==> src/rtl/core/slt_pkg.sv <==
// shared types and constants for the sorted leaf table
// no dependencies; used by the interfaces, the probe unit and the top level
package slt_pkg;

    localparam int KEY_W = 32;
    localparam int VAL_W = 32;
    localparam int POS_W = 5;
    localparam int REQ_W = 2;

    // request codes
    localparam logic [REQ_W-1:0] REQ_FIND   = 2'd0;
    localparam logic [REQ_W-1:0] REQ_INSERT = 2'd1;
    localparam logic [REQ_W-1:0] REQ_CLEAR  = 2'd2;

    typedef enum logic [2:0] {
        ST_IDLE,
        ST_SEARCH,
        ST_PROBE,
        ST_DECIDE,
        ST_SHIFT,
        ST_FINISH
    } state_t;

    // flags from the shared probe unit
    typedef struct packed {
        logic empty;   // search range lo..hi-1 is empty (lo equals hi)
        logic eq;      // search key equals probed key
        logic lt;      // search key below probed key
    } probe_res_t;

endpackage

==> src/rtl/core/slt_if.sv <==
// request and response channel interfaces for the sorted leaf table
// depends on slt_pkg for field widths
interface slt_req_if;
    logic                         valid;
    logic                         ready;
    logic [slt_pkg::REQ_W-1:0]    req_type;
    logic [slt_pkg::KEY_W-1:0]    key;
    logic [slt_pkg::VAL_W-1:0]    value_in;

    modport source (output valid, output req_type, output key, output value_in,
                    input ready);
    modport sink   (input valid, input req_type, input key, input value_in,
                    output ready);
endinterface

interface slt_rsp_if;
    logic                         valid;
    logic                         ready;
    logic                         found;
    logic [slt_pkg::POS_W-1:0]    position;
    logic [slt_pkg::POS_W-1:0]    entry_count;
    logic                         full_refused;
    logic [slt_pkg::VAL_W-1:0]    value_out;

    modport source (output valid, output found, output position, output entry_count,
                    output full_refused, output value_out, input ready);
    modport sink   (input valid, input found, input position, input entry_count,
                    input full_refused, input value_out, output ready);
endinterface

==> src/rtl/core/slt_ram.sv <==
// generic single-write, single-read memory with registered read data
// no dependencies
module slt_ram #(
    parameter int WIDTH = 64,
    parameter int DEPTH = 16
) (
    input  logic                     clk,
    input  logic                     wr_en,
    input  logic [$clog2(DEPTH)-1:0] wr_addr,
    input  logic [WIDTH-1:0]         wr_data,
    input  logic                     rd_en,
    input  logic [$clog2(DEPTH)-1:0] rd_addr,
    output logic [WIDTH-1:0]         rd_data
);

    logic [WIDTH-1:0] mem [DEPTH];

    always_ff @(posedge clk)
    begin
        if (wr_en)
        begin
            mem[wr_addr] <= wr_data;
        end
        if (rd_en)
        begin
            rd_data <= mem[rd_addr];
        end
    end

endmodule

==> src/rtl/core/slt_probe.sv <==
// shared binary search unit: midpoint of the range and key compare
// depends on slt_pkg for the result flags
module slt_probe #(
    parameter int CW = 5
) (
    input  logic [CW-1:0]                lo,
    input  logic [CW-1:0]                hi,
    input  logic [slt_pkg::KEY_W-1:0]    key,
    input  logic [slt_pkg::KEY_W-1:0]    probe_key,
    output logic [CW-1:0]                mid,
    output slt_pkg::probe_res_t          res
);

    logic [CW:0] sum;

    assign sum       = {1'b0, lo} + {1'b0, hi};
    assign mid       = sum[CW:1];
    assign res.empty = (lo == hi);
    assign res.eq    = (key == probe_key);
    assign res.lt    = (key < probe_key);

endmodule

==> src/rtl/core/sorted_leaf_table_search_insert.sv <==
// sorted leaf table: binary search find, ordered insert and clear
// depends on slt_pkg, slt_if, slt_ram and slt_probe
//
// usage: one request word enters on req (req_type, key, value_in) and one
// response word leaves on rsp (found, position, entry_count, full_refused,
// value_out) for every request. keys are held in ascending unsigned order in
// one memory of MAX_ENTRIES rows, each row a key with its payload.
// a find is a binary search, one probe of the shared compare unit at a time.
// an insert then moves the rows from the found position upward, one row per
// cycle through the memory's single write port, and writes the new row last.
// clear and reserved codes go straight to the response. req is ready only
// while the sequencer is idle. the response sits in an output register; the
// next request is taken while it waits, and that request's work stalls at
// its end until rsp drains. reset empties the table at once (entry count
// zero); memory contents are left as they are and rows above the count are
// never read.
module sorted_leaf_table_search_insert #(
    parameter int MAX_ENTRIES   = 16,
    parameter int PAYLOAD_WIDTH = 32
) (
    input  logic        clk,
    input  logic        rst_n,
    slt_req_if.sink     req,
    slt_rsp_if.source   rsp
);

    localparam int CW = $clog2(MAX_ENTRIES + 1);
    localparam int AW = $clog2(MAX_ENTRIES);
    localparam int SW = (PAYLOAD_WIDTH < slt_pkg::VAL_W) ? PAYLOAD_WIDTH : slt_pkg::VAL_W;
    localparam int RW = slt_pkg::KEY_W + SW;
    localparam logic [CW-1:0] MAX_COUNT = CW'(MAX_ENTRIES);

    slt_pkg::state_t state_reg, state_next;

    logic [CW-1:0]                 count_reg, count_next;
    logic [CW-1:0]                 lo_reg, lo_next;
    logic [CW-1:0]                 hi_reg, hi_next;
    logic [CW-1:0]                 mid_reg, mid_next;
    logic [CW-1:0]                 idx_reg, idx_next;
    logic [CW-1:0]                 pos_reg, pos_next;
    logic                          pend_reg, pend_next;
    logic [AW-1:0]                 wr_addr_reg, wr_addr_next;
    logic [slt_pkg::REQ_W-1:0]     kind_reg, kind_next;
    logic [slt_pkg::KEY_W-1:0]     key_reg, key_next;
    logic [SW-1:0]                 val_reg, val_next;
    logic                          hit_reg, hit_next;
    logic [SW-1:0]                 vout_reg, vout_next;
    logic                          refused_reg, refused_next;

    logic                          rsp_valid_reg;
    logic                          rsp_found_reg;
    logic [slt_pkg::POS_W-1:0]     rsp_pos_reg;
    logic [slt_pkg::POS_W-1:0]     rsp_count_reg;
    logic                          rsp_refused_reg;
    logic [slt_pkg::VAL_W-1:0]     rsp_value_reg;
    logic                          out_load;

    logic                          ram_we;
    logic [AW-1:0]                 ram_wa;
    logic [RW-1:0]                 ram_wd;
    logic                          ram_re;
    logic [AW-1:0]                 ram_ra;
    logic [RW-1:0]                 ram_rd;

    logic [CW-1:0]                 pr_mid;
    slt_pkg::probe_res_t           pr_res;
    logic [CW-1:0]                 idx_m1;

    assign idx_m1 = idx_reg - 1'b1;

    slt_ram #(
        .WIDTH (RW),
        .DEPTH (MAX_ENTRIES)
    ) u_ram (
        .clk     (clk),
        .wr_en   (ram_we),
        .wr_addr (ram_wa),
        .wr_data (ram_wd),
        .rd_en   (ram_re),
        .rd_addr (ram_ra),
        .rd_data (ram_rd)
    );

    slt_probe #(
        .CW (CW)
    ) u_probe (
        .lo        (lo_reg),
        .hi        (hi_reg),
        .key       (key_reg),
        .probe_key (ram_rd[RW-1:SW]),
        .mid       (pr_mid),
        .res       (pr_res)
    );

    assign req.ready = (state_reg == slt_pkg::ST_IDLE);

    always_ff @(posedge clk or negedge rst_n)
    begin
        if (!rst_n)
        begin
            state_reg <= slt_pkg::ST_IDLE;
            count_reg <= '0;
            pend_reg  <= 1'b0;
        end
        else
        begin
            state_reg <= state_next;
            count_reg <= count_next;
            pend_reg  <= pend_next;
        end
    end

    always_ff @(posedge clk)
    begin
        lo_reg      <= lo_next;
        hi_reg      <= hi_next;
        mid_reg     <= mid_next;
        idx_reg     <= idx_next;
        pos_reg     <= pos_next;
        wr_addr_reg <= wr_addr_next;
        kind_reg    <= kind_next;
        key_reg     <= key_next;
        val_reg     <= val_next;
        hit_reg     <= hit_next;
        vout_reg    <= vout_next;
        refused_reg <= refused_next;
    end

    always_comb
    begin
        state_next   = state_reg;
        count_next   = count_reg;
        lo_next      = lo_reg;
        hi_next      = hi_reg;
        mid_next     = mid_reg;
        idx_next     = idx_reg;
        pos_next     = pos_reg;
        pend_next    = pend_reg;
        wr_addr_next = wr_addr_reg;
        kind_next    = kind_reg;
        key_next     = key_reg;
        val_next     = val_reg;
        hit_next     = hit_reg;
        vout_next    = vout_reg;
        refused_next = refused_reg;
        ram_we       = 1'b0;
        ram_wa       = '0;
        ram_wd       = {key_reg, val_reg};
        ram_re       = 1'b0;
        ram_ra       = '0;
        out_load     = 1'b0;

        case (state_reg)
            slt_pkg::ST_IDLE:
            begin
                if (req.valid)
                begin
                    kind_next    = req.req_type;
                    key_next     = req.key;
                    val_next     = req.value_in[SW-1:0];
                    hit_next     = 1'b0;
                    pos_next     = '0;
                    vout_next    = '0;
                    refused_next = 1'b0;
                    lo_next      = '0;
                    hi_next      = count_reg;
                    pend_next    = 1'b0;
                    case (req.req_type)
                        slt_pkg::REQ_FIND,
                        slt_pkg::REQ_INSERT:
                        begin
                            state_next = slt_pkg::ST_SEARCH;
                        end
                        slt_pkg::REQ_CLEAR:
                        begin
                            count_next = '0;
                            state_next = slt_pkg::ST_FINISH;
                        end
                        default:
                        begin
                            state_next = slt_pkg::ST_FINISH;
                        end
                    endcase
                end
            end

            slt_pkg::ST_SEARCH:
            begin
                if (pr_res.empty)
                begin
                    pos_next   = lo_reg;
                    state_next = slt_pkg::ST_DECIDE;
                end
                else
                begin
                    ram_re     = 1'b1;
                    ram_ra     = pr_mid[AW-1:0];
                    mid_next   = pr_mid;
                    state_next = slt_pkg::ST_PROBE;
                end
            end

            slt_pkg::ST_PROBE:
            begin
                if (pr_res.eq)
                begin
                    hit_next   = 1'b1;
                    pos_next   = mid_reg;
                    vout_next  = ram_rd[SW-1:0];
                    state_next = slt_pkg::ST_DECIDE;
                end
                else
                begin
                    if (pr_res.lt)
                    begin
                        hi_next = mid_reg;
                    end
                    else
                    begin
                        lo_next = mid_reg + 1'b1;
                    end
                    state_next = slt_pkg::ST_SEARCH;
                end
            end

            slt_pkg::ST_DECIDE:
            begin
                if (kind_reg == slt_pkg::REQ_INSERT)
                begin
                    if (count_reg >= MAX_COUNT || pos_reg > count_reg)
                    begin
                        refused_next = 1'b1;
                        state_next   = slt_pkg::ST_FINISH;
                    end
                    else
                    begin
                        idx_next   = count_reg;
                        pend_next  = 1'b0;
                        state_next = slt_pkg::ST_SHIFT;
                    end
                end
                else
                begin
                    state_next = slt_pkg::ST_FINISH;
                end
            end

            slt_pkg::ST_SHIFT:
            begin
                // row read last cycle is written one place up
                if (pend_reg)
                begin
                    ram_we = 1'b1;
                    ram_wa = wr_addr_reg;
                    ram_wd = ram_rd;
                end
                if (idx_reg > pos_reg)
                begin
                    ram_re       = 1'b1;
                    ram_ra       = idx_m1[AW-1:0];
                    wr_addr_next = idx_reg[AW-1:0];
                    idx_next     = idx_m1;
                    pend_next    = 1'b1;
                end
                else
                begin
                    pend_next = 1'b0;
                    if (!pend_reg)
                    begin
                        ram_we     = 1'b1;
                        ram_wa     = pos_reg[AW-1:0];
                        ram_wd     = {key_reg, val_reg};
                        count_next = count_reg + 1'b1;
                        state_next = slt_pkg::ST_FINISH;
                    end
                end
            end

            slt_pkg::ST_FINISH:
            begin
                if (!rsp_valid_reg || rsp.ready)
                begin
                    out_load   = 1'b1;
                    state_next = slt_pkg::ST_IDLE;
                end
            end

            default:
            begin
                state_next = slt_pkg::ST_IDLE;
            end
        endcase
    end

    // response register
    always_ff @(posedge clk or negedge rst_n)
    begin
        if (!rst_n)
        begin
            rsp_valid_reg <= 1'b0;
        end
        else if (out_load)
        begin
            rsp_valid_reg <= 1'b1;
        end
        else if (rsp.ready)
        begin
            rsp_valid_reg <= 1'b0;
        end
    end

    always_ff @(posedge clk)
    begin
        if (out_load)
        begin
            rsp_found_reg   <= hit_reg;
            rsp_pos_reg     <= slt_pkg::POS_W'(pos_reg);
            rsp_count_reg   <= slt_pkg::POS_W'(count_reg);
            rsp_refused_reg <= refused_reg;
            rsp_value_reg   <= slt_pkg::VAL_W'(vout_reg);
        end
    end

    assign rsp.valid        = rsp_valid_reg;
    assign rsp.found        = rsp_found_reg;
    assign rsp.position     = rsp_pos_reg;
    assign rsp.entry_count  = rsp_count_reg;
    assign rsp.full_refused = rsp_refused_reg;
    assign rsp.value_out    = rsp_value_reg;

`ifndef SYNTHESIS
    a_count_bound: assert property (@(posedge clk) disable iff (!rst_n)
        count_reg <= MAX_COUNT)
        else $error("entry count above table size");

    a_write_in_shift: assert property (@(posedge clk) disable iff (!rst_n)
        ram_we |-> (state_reg == slt_pkg::ST_SHIFT))
        else $error("memory written outside the shift phase");

    a_probe_in_range: assert property (@(posedge clk) disable iff (!rst_n)
        (state_reg == slt_pkg::ST_PROBE) |-> (mid_reg < hi_reg && mid_reg >= lo_reg))
        else $error("probe index outside search range");

    a_load_gives_valid: assert property (@(posedge clk) disable iff (!rst_n)
        out_load |=> rsp.valid)
        else $error("response not presented after load");

    a_insert_grows: assert property (@(posedge clk) disable iff (!rst_n)
        (state_reg == slt_pkg::ST_SHIFT && state_next == slt_pkg::ST_FINISH)
        |=> count_reg == $past(count_reg) + 1'b1)
        else $error("insert did not grow the table by one");
`endif

endmodule

==> src/flat_wrapper.sv <==
// flat-port wrapper written by rule: the top's interface ports become plain ports
module sorted_leaf_table_search_insert_flat 
#(
    parameter int MAX_ENTRIES   = 16,
    parameter int PAYLOAD_WIDTH = 32
)
  (clk, rst_n, req_valid, req_req_type, req_key, req_value_in, req_ready, rsp_valid, rsp_found, rsp_position, rsp_entry_count, rsp_full_refused, rsp_value_out, rsp_ready);
  slt_req_if req_i ();
  slt_rsp_if rsp_i ();
  input  logic clk;
  input  logic rst_n;
  input wire logic [$bits(req_i.valid)-1:0] req_valid;
  input wire logic [$bits(req_i.req_type)-1:0] req_req_type;
  input wire logic [$bits(req_i.key)-1:0] req_key;
  input wire logic [$bits(req_i.value_in)-1:0] req_value_in;
  output wire logic [$bits(req_i.ready)-1:0] req_ready;
  output wire logic [$bits(rsp_i.valid)-1:0] rsp_valid;
  output wire logic [$bits(rsp_i.found)-1:0] rsp_found;
  output wire logic [$bits(rsp_i.position)-1:0] rsp_position;
  output wire logic [$bits(rsp_i.entry_count)-1:0] rsp_entry_count;
  output wire logic [$bits(rsp_i.full_refused)-1:0] rsp_full_refused;
  output wire logic [$bits(rsp_i.value_out)-1:0] rsp_value_out;
  input wire logic [$bits(rsp_i.ready)-1:0] rsp_ready;
  assign req_i.valid = req_valid;
  assign req_i.req_type = req_req_type;
  assign req_i.key = req_key;
  assign req_i.value_in = req_value_in;
  assign req_ready = req_i.ready;
  assign rsp_valid = rsp_i.valid;
  assign rsp_found = rsp_i.found;
  assign rsp_position = rsp_i.position;
  assign rsp_entry_count = rsp_i.entry_count;
  assign rsp_full_refused = rsp_i.full_refused;
  assign rsp_value_out = rsp_i.value_out;
  assign rsp_i.ready = rsp_ready;
  sorted_leaf_table_search_insert #(.MAX_ENTRIES(MAX_ENTRIES), .PAYLOAD_WIDTH(PAYLOAD_WIDTH)) u_core (.clk(clk), .rst_n(rst_n), .req(req_i), .rsp(rsp_i));
endmodule
==> config.mk <==
export PLATFORM = sky130hd
export DESIGN_NAME = sorted_leaf_table_search_insert_flat
export DESIGN_NICKNAME = d
export VERILOG_FILES = /design/src/rtl/core/slt_pkg.sv /design/src/rtl/core/slt_if.sv /design/src/rtl/core/slt_ram.sv /design/src/rtl/core/slt_probe.sv /design/src/rtl/core/sorted_leaf_table_search_insert.sv /design/src/flat_wrapper.sv
export SDC_FILE = /design/constraint.sdc
export NUM_CORES = 2
export LEC_CHECK = 0
export BUFFER_PORTS_ARGS = -buffer_cell sky130_fd_sc_hd__buf_2
export CORE_MARGIN = 1.5
export CORE_UTILIZATION = 50
export CTS_CLUSTER_SIZE = 14
export DETAILED_ROUTE_END_ITERATION = 8
export PLACE_DENSITY = 0.66
export SYNTH_ARGS = -nofsm -noshare
export SYNTH_HDL_FRONTEND = slang
export SYNTH_SLANG_ARGS = --single-unit
==> constraint.sdc <==
create_clock -name clk -period 12 [get_ports clk]
set_input_delay 1.2 -clock clk [delete_from_list [all_inputs] [get_ports clk]]
set_output_delay 1.2 -clock clk [all_outputs]
set_load 0.05 [all_outputs]
**Word-level counts from Yosys, hierarchy flattened**

Memory sizes are Yosys's and may differ from the RTL's. A register that Yosys moved wholly into a read port is not among the register bits.
Index checks and enable logic that the tools add are counted.

- Add/subtract/negate cells: 4
- Multiply operators: 0
- Divide/modulo/power cells: 0
- $lt $le $gt $ge: 4
- Equal/unequal tests: 24
- Shifts and indexed selects: 0
- Muxes and demuxes: 66
- Bitwise operators: 1
- Reductions and logical operators: 25

Operator list:

| operator | count |
|---|---|
| $mux 64 | 4 |
| $mux 5 | 15 |
| $mux 32 | 2 |
| $pmux 32 s2 | 1 |
| $pmux 5 s2 | 4 |
| $eq 32x32->1 | 1 |
| $lt 32x32->1 | 1 |
| $reduce_and 4->1 | 7 |
| $mux 4 | 6 |
| $mux 1 | 21 |
| $pmux 3 s6 | 1 |
| $ne 2x1->1 const B | 8 |
| $mux 3 | 5 |
| $pmux 5 s3 | 1 |
| $ne 2x2->1 const B | 6 |
| $add 5x1->5 const B | 2 |
| $gt 5x5->1 | 2 |
| $reduce_bool 2->1 | 5 |
| $pmux 4 s2 | 1 |
| $add 5x5->6 | 1 |
| $eq 3x2->1 const B | 2 |
| $eq 3x3->1 const B | 2 |
| $pmux 1 s2 | 3 |
| $reduce_and 2->1 | 3 |
| 17 further kinds | 20 |

- Bits in registers: 183
- Latch bits: 0
- Bits in writable memories: 1024
- Bits in read-only memories: 0
- Input port bits: 70
- Output and inout port bits: 46
- Logic and storage cells: 146
- Memories kept: 1

Memory list:

| name | words | bits a word | read ports | clocked after memory_dff | wr ports | RTL line | RTL |
|---|---|---|---|---|---|---|---|
| u_core.u_ram.mem | 16 | 64 | 1 | 1 | 1 | slt_ram.sv:16 | `logic [WIDTH-1:0] mem [DEPTH];` |

**Longest topological paths before layout**

- Word-level depth: 6
- Depth in mapped cells: 13
- Depth with buffers taken out: 10

**By module**

Synthesis repeated with hierarchy kept, for this count alone.

- Cell total of the unflattened synthesis: 2273
- Area, all modules: 48866.9 µm²

By module, submodules not included:

| module | instances | cells an instance | area each (µm²) | sequential area each (µm²) |
|---|---|---|---|---|
| slt_ram | 1 | 1647 | 40222.3 | 32671.3 |
| sorted_leaf_table_search_insert | 1 | 488 | 7654.8 | 5445.2 |
| slt_probe | 1 | 138 | 989.7 | 0.0 |

**Least setup slack after synthesis**

No wires, ideal clock.

- Path kind: register to register
- Start: register u_core.idx_reg[3]
- End: memory u_core.u_ram.mem[1][0], enable pin
- Setup time: 0.666 ns
- Arrival time: 8.516 ns
- Data required time: 11.334 ns
- Setup slack: 2.818 ns
- Cell stages (with the launch flop): 9
- Buffers on the path: 0
- Period minus slack after synthesis: 9.182 ns
- Cells stage by stage: edfxtp_1 > ha_1 > a21o_1 > a21oi_1 > a32o_1 > nand3_1 > a21oi_1 > nand2b_1 > nor4b_1

- Cells in the longest elaborated chain, start to end: 5
- Elaborated cells on any way between the ends: 7
- Those cells by class: 1 x order compare; 6 x mux

Ends and longest elaborated chain:

| item | RTL line | RTL |
|---|---|---|
| start: declaration | sorted_leaf_table_search_insert.sv:39 | `logic [CW-1:0] idx_reg, idx_next;` |
| start signal: assignment | sorted_leaf_table_search_insert.sv:118 | `idx_reg <= idx_next;` |
| $gt 5x5->1 (*) | sorted_leaf_table_search_insert.sv:257 | `if (idx_reg > pos_reg)` |
| $mux 1 | sorted_leaf_table_search_insert.sv:257 |  |
| $mux 1 | sorted_leaf_table_search_insert.sv:153 | `case (state_reg)` |
| $mux 1 | slt_ram.sv:20 | `if (wr_en)` |
| $mux 1 (implied by the code) | slt_ram.sv:22 | `mem[wr_addr] <= wr_data;` |
| end: declaration | slt_ram.sv:16 |  |

Every way passes the cells marked *; elsewhere a longest branch is shown, timed or not.

**Worst setup path after layout**

- Start: register u_core.state_reg[2]
- End: register u_core.u_ram.rd_data[18] (read register of u_core.u_ram.mem) (data pin)

- Cells in the longest elaborated chain, start to end: 2
- Elaborated cells on any way between the ends: 4
- Those cells by class: 2 x eq/ne; 2 x mux

Ends and longest elaborated chain:

| item | RTL line | RTL |
|---|---|---|
| start: declaration | sorted_leaf_table_search_insert.sv:33 | `slt_pkg::state_t state_reg, state_next;` |
| start signal: assignment | sorted_leaf_table_search_insert.sv:101 | `state_reg <= slt_pkg::ST_IDLE;` |
| start signal: assignment | sorted_leaf_table_search_insert.sv:107 | `state_reg <= state_next;` |
| $eq 3x3->1 / $eq 3x1->1 (equally long branches) | sorted_leaf_table_search_insert.sv:153 |  |
| $pmux 4 s2 / $pmux 1 s2 (equally long branches) | sorted_leaf_table_search_insert.sv:153 |  |
| end: declaration | slt_ram.sv:13 | `output logic [WIDTH-1:0] rd_data` |

Parallel ways exist; a longest one is shown, timed or not.
A chain may end at the register's enable or synchronous reset.

==> results by group <==
Logic synthesis
  • Area leader, netlist: edfxtp_1
  • Post-synth cell types: 59
  • Avg Cell Area, Syn: 15.1 µm²
  • Synth Flop Type: edfxtp_1
  • Area of the mapped netlist: 0.0516 mm²
  • Seq/Total Area, Yosys: 73.9%
  • Yosys reg bits: 1271
  • EDFF count, synth: 1261
  • Syn Nets: 3539
  • Synth Warn #: 0
  • Cells after synthesis: 3417
  • Async SR Flop Fraction: 0.787%
  • Synth top area share: 73.4%
  • Synth area leaders: edfxtp_1, nand3_1, o21ai_0, mux2i_1, a211o_1

Placement
  • Placed Area: 0.0535 mm²
  • Port bufs: 115
  • Final HPWL DP: 64100 µm
  • Inst Count DP: 4687
  • GPL Wtd Cong: 0.823

Detailed routing
  • DR pass1 iterations: 6
  • Routed wire per std cell: 26.9 µm
  • # DRC: 0
  • Via density: 6.38
  • Vias: 31400
  • Detail Route Antenna Nets: 0
  • 1st-iter DRT viols: 3768
  • Drt total wl: 132000 µm

Critical path
  • Worst r2r path cells: 9
  • Critical Path Source Type: flip-flop
  • R2R setup slack: 6.12 ns
  • RR Startpoint: u_core.state_reg[2]$_DFFE_PN0P_
  • Worst Path Required: 12.45 ns
  • Critical path class: reg2reg
  • Crit Path Max Fanout: 65
  • Crit path capture: u_core.u_ram.rd_data[18]$_DFFE_PP_
  • Critical path origin: u_core.state_reg[2]$_DFFE_PN0P_
  • Arrival @ worst endpoint: 6.33 ns
  • Critical path capture point type: flip-flop
  • FF-to-FF End: u_core.u_ram.rd_data[18]$_DFFE_PP_

CTS
  • Htree depth: 4
  • Clock Path Buffers: 3
  • Post-CTS Hold Buffers: 0
  • Clk_lat worst skew: 0.74 ns
  • Num CTS Buffers: 131
  • Clk root buf: clkbuf_16
  • Resize count post-CTS: 0
  • Post-CTS setup buffers: 0
  • Clock Sinks: 1271
  • CTS tree: done
  • Clk slew on worst S/H paths: 0.06 ns

STA
  • Period minus WS final: 5.88 ns
  • Final Max Tran Viols: 0
  • RSZ-0062 raised after global routing: false
  • Fin crit share: 49.0%
  • Slew @ Worst Pin: 1.18 ns
  • Final hold violation count: 0
  • WHS: 0.330 ns
  • Slew HR: 21.3%
  • Setup Viol. Count Final: 0
  • Setup Total Neg Slack: 0 ns
  • FMAX: 0.170 GHz
  • Clock skew: 0.0279 ns

Floorplan
  • Placement row count: 117
  • Starting Density: 50.5%
  • Placeable Area: 0.102 mm²
  • IO Pins: 116
  • DIE WIDTH: 324 µm
  • Die area: 0.105 mm²
  • Die Height: 324 µm

Flow run
  • Total of max-cap violations: 0

Final layout
  • Area occupied by multi-input gates: 0.0123 mm²
  • Layout cells sized above 1: 13.9%
  • Antenna fix cells: 0
  • Nets: 3574
  • FF/Latch Area: 0.0381 mm²
  • Filler cells: 7895
  • Top Registers: u_core.u_ram.mem (1024), u_core.u_ram.rd_data (64)
  • Final Non-Filler Cells: 4922
  • Largest Register: u_core.u_ram.mem
  • Area grow syn2layout: 12.2%
  • Final instance area: 0.0579 mm²
  • Max reg flops: 1024

Worst hold path
  • Worst hold path class: in2async

Pwr
  • Clock power share: 26.6%
  • PwrDens: 271 mW/mm²
  • Lkg Pwr: 19.4 nW
  • Sw frac: 36.4%
  • Power share of the combinational group: 34.7%
  • Cell-internal power: 0.00998 W
  • Psw: 0.00571 W
  • Total Power: 0.0157 W
  • Reg power frac: 38.7%
  • Peak supply drop: 0.222 mV

Global route
  • GRT overflow: 0
  • Vias in the first global route: 30400
  • Total GRT Usage: 25.3%
  • First-pass GRT wire length: 196000 µm
  • Antenna violations before repair: 0
  • Pin count of the biggest net entering global routing: 137

Run status
  • Status: complete, no violations
## kinds of logic (layout without fill, tap and decap cells)
logic type      Yosys count  count (layout)  share of synthesized area, %
compound gates          658             658                          8.82
xor+xnor                 10              10                         0.170
fa+ha+maj                52              52                          1.28
buf+inv                 340             477                          2.73
flops                  1271            1271                          73.9
mux                     193             193                          3.90
simple gates            893             893                          9.20
## synth_stat cells, drive strengths merged, types with 18 or more instances
cell type / n
edfxtp: 1261
nand3: 400
o21ai: 281
clkbuf: 183
nand4: 141
nor3: 133
mux2i: 129
a211o: 127
and3: 98
buf: 97
a211oi: 65
mux2: 64
a41oi: 63
o211ai: 63
inv: 60
ha: 51
nand2: 43
nor2: 41
a21oi: 20
a21o: 18
## per-layer routing
layer  up-vias  GRT usage [%]  part of all wire, %
li1      13700              -                    -
met1     15900           34.8                   41
met2      1557           40.6                   47
met3       291           4.13                  8.1
met4         0           9.35                  3.2
met5         -              0                    0
## power groups by stage
stage	registers, W	logic, W	clock network (W)
final	0.00608	0.00544	0.00417
after floorplan	0.00623	0.00365	0
after CTS	0.00608	0.00540	0.00421
after detailed placement	0.00616	0.00539	0
after global routing	0.00612	0.00588	0.00439
after global placement	0.00616	0.00530	0
## how the worst min path moves through the flow
stage / startpoint / end / slack [ns] / cells past startpoint
6_report: rst_n / u_core.state_reg[0]$_DFFE_PN0P_ / 0.33 / 1
5_1_grt: rst_n / u_core.count_reg[1]$_DFFE_PN0P_ / 0.32 / 1
4_1_cts: rst_n / u_core.state_reg[0]$_DFFE_PN0P_ / 0.30 / 1
3_5_place_dp: u_core.vout_reg[16]$_SDFFCE_PN0P_ / u_core.rsp.value_out[16]$_DFFE_PP_ / 0.40 / 0
3_3_place_gp: u_core.refused_reg$_DFFE_PP_ / u_core.rsp.full_refused$_DFFE_PP_ / 0.40 / 0
2_1_floorplan: u_core.hit_reg$_DFFE_PP_ / u_core.rsp.found$_DFFE_PP_ / 0.40 / 0
## per-stage QoR
step | utilization, % | setup WS [ns]
after floorplan | - | 2.82
after global placement | 52.4 | 6.26
after detailed placement | 52.4 | 6.16
after CTS | 56.7 | 6.17
after global routing | 56.7 | 5.85
final | 56.7 | 6.12
## cell type report
| cell class | instances | share of cell area [%] |
|---|---|---|
| Sequential cell | 1271 | 65.9 |
| Tap cell | 1368 | 2.96 |
| Multi-Input combinational cell | 1806 | 21.3 |
| Clock buffer | 162 | 6.03 |
| Clock inverter | 73 | 1.56 |
| Inverter | 60 | 0.389 |
| Timing Repair Buffer | 182 | 1.89 |
## critical path: stages (launching register included)
cell	delay [ns]
dfrtp_1	0.62
or3b_1	0.72
a31o_1	0.33
a211o_2	0.74
nand2_4	0.81
buf_4	0.84
buf_4	0.87
mux2i_1	0.30
a211o_1	0.15
o211ai_1	0.08
## layout by cell type, fill, tap and decap left out, types with 98 or more instances in the layout
cell type / Yosys / final
nor3_1: 133 / 130
nand4_1: 141 / 141
clkbuf_16: 0 / 135
o21ai_0: 279 / 279
nand3_1: 400 / 400
edfxtp_1: 1261 / 1261
buf_2: 64 / 115
mux2i_1: 129 / 129
and3_1: 98 / 98
a211o_1: 127 / 126
Power figures use the tool's default switching activity.
